<file path="config.mk">
export PLATFORM = sky130hd
export DESIGN_NAME = sorted_list_insert_remove
export DESIGN_NICKNAME = d
export VERILOG_FILES = /design/src/hw/rtl/slri_pkg.sv /design/src/hw/rtl/slri_cell.sv /design/src/hw/rtl/sorted_list_insert_remove.sv
export SDC_FILE = /design/constraint.sdc
export NUM_CORES = 2
export LEC_CHECK = 0
export BUFFER_PORTS_ARGS = -buffer_cell sky130_fd_sc_hd__buf_2
export CAP_MARGIN = 20
export CORE_MARGIN = 5
export CORE_UTILIZATION = 53
export CTS_CLUSTER_SIZE = 20
export DETAILED_ROUTE_END_ITERATION = 10
export PLACE_DENSITY = 0.73
export SLEW_MARGIN = 20
export SYNTH_ARGS = -nofsm -noshare
export SYNTH_HDL_FRONTEND = slang
export SYNTH_SLANG_ARGS = --single-unit
</file>
<file path="constraint.sdc">
create_clock -name clk -period 5.7 [get_ports clk]
set_input_delay 0.285 -clock clk [delete_from_list [all_inputs] [get_ports clk]]
set_output_delay 0.285 -clock clk [all_outputs]
set_load 0.005 [all_outputs]
</file>
<file path="src/hw/rtl/slri_pkg.sv">
// shared types and constants for the sorted list with insert and remove
package slri_pkg;

	localparam int CAPACITY  = 16;
	localparam int KEY_BITS  = 16;
	localparam int TAG_BITS  = 8;
	localparam int RANK_BITS = 4;
	localparam int CNT_W     = $clog2(CAPACITY + 1);

	localparam logic [1:0] OP_INSERT = 2'd0;
	localparam logic [1:0] OP_REMOVE = 2'd1;
	localparam logic [1:0] OP_READ   = 2'd2;

	localparam logic [1:0] ST_OK        = 2'd0;
	localparam logic [1:0] ST_FULL      = 2'd1;
	localparam logic [1:0] ST_NOT_FOUND = 2'd2;
	localparam logic [1:0] ST_BAD_RANK  = 2'd3;

	typedef struct packed {
		logic [KEY_BITS-1:0] key;
		logic [TAG_BITS-1:0] tag;
	} entry_t;

	// operation broadcast to every cell
	typedef struct packed {
		logic   ins_en;
		logic   rem_en;
		entry_t ent;
	} cell_cmd_t;

	// per-cell compare results
	typedef struct packed {
		logic ins_ge;
		logic rem_past;
		logic match;
	} cell_flags_t;

endpackage

</file>
<file path="src/hw/rtl/slri_cell.sv">
// one slot of the sorted chain: compares its key and shifts with its neighbours
module slri_cell
	import slri_pkg::*;
(
	input  logic        clk,
	input  cell_cmd_t   cmd,
	input  logic        occ,
	input  logic        left_ins_ge,
	input  entry_t      left_ent,
	input  entry_t      right_ent,
	output cell_flags_t flags,
	output entry_t      ent,
	output entry_t      ent_nxt
);

	entry_t ent_q;

	always_comb begin
		// at or past the insert point: free slot or a strictly larger key
		flags.ins_ge   = !occ || (ent_q.key > cmd.ent.key);
		// keys are sorted, so cells at or past the first match form a suffix
		flags.rem_past = occ && (ent_q.key >= cmd.ent.key);
		flags.match    = occ && (ent_q.key == cmd.ent.key);
	end

	always_comb begin
		ent_nxt = ent_q;
		if (cmd.ins_en) begin
			if (left_ins_ge) begin
				ent_nxt = left_ent;
			end else if (flags.ins_ge) begin
				ent_nxt = cmd.ent;
			end
		end else if (cmd.rem_en) begin
			if (flags.rem_past) begin
				ent_nxt = right_ent;
			end
		end
	end

	always_ff @(posedge clk) begin
		ent_q <= ent_nxt;
	end

	assign ent = ent_q;

endmodule

</file>
<file path="src/hw/rtl/sorted_list_insert_remove.sv">
// top level: chain of sorted cells, fill count and registered result
//
// channel | beat holds                               | handshake
// --------+------------------------------------------+-------------------
// in      | opcode, key, tag, rank                   | in_valid / in_stall
// out     | status, entry_count, entry_key/tag/valid | out_valid / out_stall
//
// one beat is taken per cycle while in_stall is low; its result appears in the output register on
// the next cycle. every cell compares its key against the beat in parallel and
// loads from itself, its left or right neighbour or the new entry, so no step iterates.
// in_stall rises only while a result is held and out_stall is high.
// arst_n clears the fill count and the output valid; cell contents need no reset.
module sorted_list_insert_remove
	import slri_pkg::*;
(
	input  logic                 clk,
	input  logic                 arst_n,
	input  logic                 in_valid,
	output logic                 in_stall,
	input  logic [1:0]           opcode,
	input  logic [KEY_BITS-1:0]  key,
	input  logic [TAG_BITS-1:0]  tag,
	input  logic [RANK_BITS-1:0] rank,
	output logic                 out_valid,
	input  logic                 out_stall,
	output logic [1:0]           status,
	output logic [CNT_W-1:0]     entry_count,
	output logic [KEY_BITS-1:0]  entry_key,
	output logic [TAG_BITS-1:0]  entry_tag,
	output logic                 entry_valid
);

	logic [CNT_W-1:0]    count_q;
	logic [CNT_W-1:0]    count_d;
	logic                out_valid_q;
	logic [1:0]          status_q;
	logic [CNT_W-1:0]    count_out_q;
	entry_t              ent_out_q;
	logic                ent_valid_q;

	logic                accept;
	logic                full;
	logic                found;
	logic                rank_ok;
	cell_cmd_t           cmd;
	cell_flags_t         flags   [CAPACITY];
	entry_t              ents    [CAPACITY];
	entry_t              ents_nxt[CAPACITY];
	logic [CAPACITY-1:0] match_vec;
	entry_t              rd_ent;
	logic [1:0]          status_d;
	entry_t              ent_d;
	logic                ent_valid_d;

	assign in_stall = out_valid_q && out_stall;
	assign accept   = in_valid && !in_stall;
	assign full     = (count_q == CNT_W'(CAPACITY));
	assign found    = |match_vec;

	always_comb begin
		cmd.ent.key = key;
		cmd.ent.tag = tag;
		cmd.ins_en  = accept && (opcode == OP_INSERT) && !full;
		cmd.rem_en  = accept && (opcode == OP_REMOVE) && found;
	end

	for (genvar i = 0; i < CAPACITY; i++) begin : g_cell
		logic   left_ge;
		entry_t left_e;
		entry_t right_e;

		if (i == 0) begin : g_first
			assign left_ge = 1'b0;
			assign left_e  = '0;
		end else begin : g_mid
			assign left_ge = flags[i-1].ins_ge;
			assign left_e  = ents[i-1];
		end

		if (i == CAPACITY - 1) begin : g_last
			assign right_e = '0;
		end else begin : g_inner
			assign right_e = ents[i+1];
		end

		slri_cell u_cell (
			.clk         (clk),
			.cmd         (cmd),
			.occ         (i < int'(count_q)),
			.left_ins_ge (left_ge),
			.left_ent    (left_e),
			.right_ent   (right_e),
			.flags       (flags[i]),
			.ent         (ents[i]),
			.ent_nxt     (ents_nxt[i])
		);

		assign match_vec[i] = flags[i].match;
	end

	always_comb begin
		count_d = count_q;
		if (cmd.ins_en) begin
			count_d = count_q + CNT_W'(1);
		end else if (cmd.rem_en) begin
			count_d = count_q - CNT_W'(1);
		end
	end

	// entry at the requested rank, taken before any update
	always_comb begin
		rd_ent = '0;
		for (int i = 0; i < CAPACITY; i++) begin
			if (int'(rank) == i) begin
				rd_ent = ents[i];
			end
		end
	end

	assign rank_ok = int'(rank) < int'(count_q);

	always_comb begin
		status_d    = ST_OK;
		ent_d       = '0;
		ent_valid_d = 1'b0;
		case (opcode)
			OP_INSERT: begin
				if (full) begin
					status_d = ST_FULL;
				end
			end
			OP_REMOVE: begin
				if (!found) begin
					status_d = ST_NOT_FOUND;
				end
			end
			OP_READ: begin
				if (!rank_ok) begin
					status_d = ST_BAD_RANK;
				end
			end
			default: begin
				status_d = ST_OK;
			end
		endcase
		if (opcode == OP_READ) begin
			if (rank_ok) begin
				ent_d       = rd_ent;
				ent_valid_d = 1'b1;
			end
		end else if (count_d != '0) begin
			// head after the update
			ent_d       = ents_nxt[0];
			ent_valid_d = 1'b1;
		end
	end

	always_ff @(posedge clk or negedge arst_n) begin
		if (!arst_n) begin
			count_q     <= '0;
			out_valid_q <= 1'b0;
		end else begin
			count_q <= count_d;
			if (accept) begin
				out_valid_q <= 1'b1;
			end else if (!out_stall) begin
				out_valid_q <= 1'b0;
			end
		end
	end

	always_ff @(posedge clk) begin
		if (accept) begin
			status_q    <= status_d;
			count_out_q <= count_d;
			ent_out_q   <= ent_d;
			ent_valid_q <= ent_valid_d;
		end
	end

	assign out_valid   = out_valid_q;
	assign status      = status_q;
	assign entry_count = count_out_q;
	assign entry_key   = ent_out_q.key;
	assign entry_tag   = ent_out_q.tag;
	assign entry_valid = ent_valid_q;

	a_count_bound: assert property (@(posedge clk) disable iff (!arst_n)
		int'(count_q) <= CAPACITY)
		else $error("fill count above capacity");

	a_insert_grows: assert property (@(posedge clk) disable iff (!arst_n)
		cmd.ins_en |=> count_q == $past(count_q) + CNT_W'(1))
		else $error("insert did not grow the list");

	a_remove_shrinks: assert property (@(posedge clk) disable iff (!arst_n)
		cmd.rem_en |=> count_q == $past(count_q) - CNT_W'(1))
		else $error("remove did not shrink the list");

	a_full_count: assert property (@(posedge clk) disable iff (!arst_n)
		out_valid_q && status_q == ST_FULL |-> int'(count_out_q) == CAPACITY)
		else $error("full reported below capacity");

	a_bad_rank_empty: assert property (@(posedge clk) disable iff (!arst_n)
		out_valid_q && status_q == ST_BAD_RANK |-> !ent_valid_q)
		else $error("entry shown for a rank beyond the count");

endmodule

</file>
==> impl_metrics.csv <==
group,metric,value,unit
synth,synth_seq_cells,422,
power_and_ir_drop,p_leak,14.3,nW
timing,worst_slew_pin_slew,1.23,ns
critical_path,cp-end-kind,"register",
synth,synth-seq-area-share,40.4,%
global_route,grt_pass1_wl,201000,microns
critical_path,arrival,5.26,ns
drt,wl_per_cell,35.0,microns
power_and_ir_drop,switching_share,39.8,%
global_route,grt_pass1_vias,28221,
power_and_ir_drop,intPower,7.38,mW
synth,synth_nets,3560,
synth,muxShareOfSynthArea,10.7,%
clock_network,cts.sinks,422,
synth,synth_top_family_by_area,"compound AO/OA/AOI/OAI gates",
timing,layout_worst_path_cycle_share,85.9,%
clock_network,cts_tree,"done",
clock_network,clkSlewWorstSetupHoldPaths,0.06,ns
power_and_ir_drop,p_comb_share,36.1,%
timing,timing.final.hold_violations,0,
floorplan,num_rows,88,
floorplan,die_h,251,microns
critical_path,crit_family,"compound AO/OA/AOI/OAI gates",
critical_path,worstPathMaxFanout,13,
drt,ant_nets,0,
clock_network,cts_hold_buf,4,
flow_run,cap_violations,0,
global_route,grt-busiest-layer,"met2",
timing,fin_tns_setup,0,ns
synth,ys_types,79,
clock_network,cts_resized,0,
clock_network,post-cts-setup-buffers,0,
power_and_ir_drop,p_switching,4.88,mW
power_and_ir_drop,clkPwrFrac,29.7,%
timing,max-slew-margin-rel,17.8,%
timing,holdWs,0.0776,ns
placed_design,dp.final_hpwl,102000,microns
critical_path,critPathRequiredTime,6.06,ns
drt,vias,30061,
power_and_ir_drop,peakVddDrop,275,uV
clock_network,cts_max_level,2,
critical_path,worstPathCellList,"ha_1 > nand3_1 > a211o_1 > nor4_1 > and4b_4 > a41oi_4 > and2_4 > a21oi_1 > buf_4 > a221oi_1 > o32ai_1",
power_and_ir_drop,power_frac_seq,34.2,%
floorplan,fp.dieArea,62800,sq um
critical_path,crit_type,"reg2reg",
cells_and_area,drive_gt1_share,10.7,%
synth,ys_async_sr_fraction,1.42,%
timing,rsz0062_at_grt,"false",
global_route,track_usage,43.4,%
synth,synth_compound_area_share,20.0,%
placed_design,place.gp.congestion,1.12,
worst_hold_path,holdCritPathClass,"in2async",
status,status,"complete, no violations",
critical_path,critPathBufInv,1,
drt,dr.first_iter.drc_count,5041,
clock_network,cts_buffer_depth,3,
clock_network,numCtsBuffers,51,
synth,synth_edf_count,392,
drt,post-route-drc-count,0,
cells_and_area,syn2layout_area_growth,11.7,%
timing,maxSlewViolCount,0,
floorplan,die_x,251,microns
drt,wirelength,143000,microns
floorplan,core_area,57600,sq um
timing,skew,0.0431,ns
synth,yosysTopAreaCellShare,38.3,%
synth,synthTopCellsByArea,"edfxtp_1 (38%), ha_1 (11%), mux2i_1 (9.8%)",
global_route,met3_usage,11.5,%
synth,synthSimpleGateAreaFrac,13.9,%
synth,synth_ff_type,"edfxtp_1",
global_route,grt_overflow,0,
synth,synthesis.area,30700,sq um
timing,setup_viol,0,
global_route,grt_use_met2,63.6,%
synth,syn_area_per_cell,9.41,sq um
global_route,antenna_found_initial,8,
clock_network,clockRootBuffer,"clkbuf_16",
drt,dr.pass1.iters,9,
timing,clock.fmax,204,MHz
floorplan,top_level_ports,68,
synth,ys_warn_count,0,
global_route,grtUsageMet1,56.7,%
critical_path,cp-start-kind,"register",
critical_path,slowest_delay,0.79,ns
clock_network,clk_latency,0.66,ns
drt,avgViaCountPerCell,7.37,
synth,synth-adder-area-share,10.7,%
cells_and_area,layout.nets,3566,
synth,yosys.area_share.xor_xnor,0.139,%
synth,syn_inst,3263,
power_and_ir_drop,power.density,358,nW/um^2
global_route,grt_max_degree,263,
critical_path,crit_slowest_cell,"a221oi_1",
synth,synth_top_area_cell,"edfxtp_1",
timing,fin_crit,4.90,ns
floorplan,initial_utilization,53.3,%
placed_design,port_buffers,67,
## power by group through the flow
stage | Combinational [mW] | Clock, mW | Sequential (mW)
final | 4.43 | 3.65 | 4.19
after global routing | 4.56 | 3.77 | 4.19
after CTS | 4.22 | 3.64 | 4.16
after detailed placement | 4.20 | 0 | 4.22
after global placement | 4.13 | 0 | 4.22
after floorplan | 2.62 | 0 | 4.01
## worst reg2reg max path, stage by stage, from the launching register on
cell,delay [ns]
edfxtp_1,0.54
ha_1,0.50
nand3_1,0.19
a211o_1,0.28
nor4_1,0.60
and4b_4,0.31
a41oi_4,0.32
and2_4,0.39
a21oi_1,0.21
buf_4,0.28
a221oi_1,0.80
o32ai_1,0.22
## cell type report
cell class	instances	area (sq um)
antenna	3	7.51
clock buffer	59	1330
clock inverter	36	507
fill	4946	23300
inverter	77	289
multi-input combinational	2510	17300
sequential	422	12400
tap	765	957
timing repair buffer	207	1530
## cell usage in the layout (no fill, tap or decap), drive strengths merged, types with 13 or more instances in the layout
cell / count
nand2: 474
o31ai: 23
nor2b: 31
o21a: 31
mux2i: 300
a21oi: 149
nor2: 228
clkinv: 23
inv: 78
o32ai: 14
o211ai: 13
buf: 203
o21ai: 345
nand4: 55
a21o: 55
clkbuf: 59
nand3: 46
nor3: 68
edfxtp: 392
a22o: 15
a221oi: 59
dfxtp: 24
o221ai: 51
a211oi: 20
ha: 263
a22oi: 31
a31oi: 61
o22ai: 20
## sequential cells by signal, summed over array words and instances, names as in the netlist
register,flops
g_cell.u_cell.ent,384
entry_key,16
entry_tag,8
count_q,5
entry_count,5
status,2
entry_valid,1
out_valid,1
## cell families after synthesis
logic type / Yosys count
adders and majority gates: 263
buffers and inverters: 331
DFF: 422
AOI/OAI and AO/OA: 952
and+or+nand+nor: 974
xor gates and xnor gates: 4
muxes: 317
## worst paths after layout
path	slack (ns)	cells past startpoint	from	end
worst max-delay path	0.80	11	g_cell[9].u_cell.ent[16]$_DFFE_PP_	entry_key[13]$_DFFE_PP_
worst min-delay path	0.08	2	arst_n	count_q[3]$_DFF_PN0_
worst max register to register	0.80	11	g_cell[9].u_cell.ent[16]$_DFFE_PP_	entry_key[13]$_DFFE_PP_
worst min register to register	0.56	2	g_cell[15].u_cell.ent[4]$_SDFFCE_PN0P_	g_cell[14].u_cell.ent[4]$_DFFE_PP_
max in group asynchronous	4.94	3	arst_n	out_valid$_DFFE_PN0P_
min in group clk	0.08	2	opcode[0]	status[0]$_DFFE_PP_
## cell usage after synthesis, types with 22 or more instances
cell type	count
o21ai_0	341
nand2_1	474
edfxtp_1	392
a21o_1	55
mux2i_1	300
nor2_1	228
nand3_1	46
o31ai_1	22
a21oi_1	149
nand4_1	55
inv_1	75
nor3_1	67
buf_1	30
a31oi_1	61
o21a_1	31
ha_1	263
dfxtp_1	24
nor2b_1	31
a221oi_1	58
clkbuf_1	209
o221ai_1	51
a22oi_1	31
## routing by layer
metal / vias to the layer above / part of all wire [%]
li1: 12359 / -
met1: 14300 / 36
met2: 2736 / 42
met3: 662 / 14
met4: 4 / 8.4
met5: - / 0.020
## stage by stage
step                util (%)  cell area, sq um  setup WS, ns  instances  power, mW
finish                  59.5             34300         0.801       4079       12.3
global route            59.5             34300         0.898       4076       12.5
CTS                     59.5             34300          1.18       4076       12.0
detailed placement      56.3             32400         0.551       3977       8.42
global placement        56.3             32400         0.560       3977       8.35
floorplan                  -             30700         0.581       3263       6.63
Note: power is estimated with default switching activity, not from simulation.
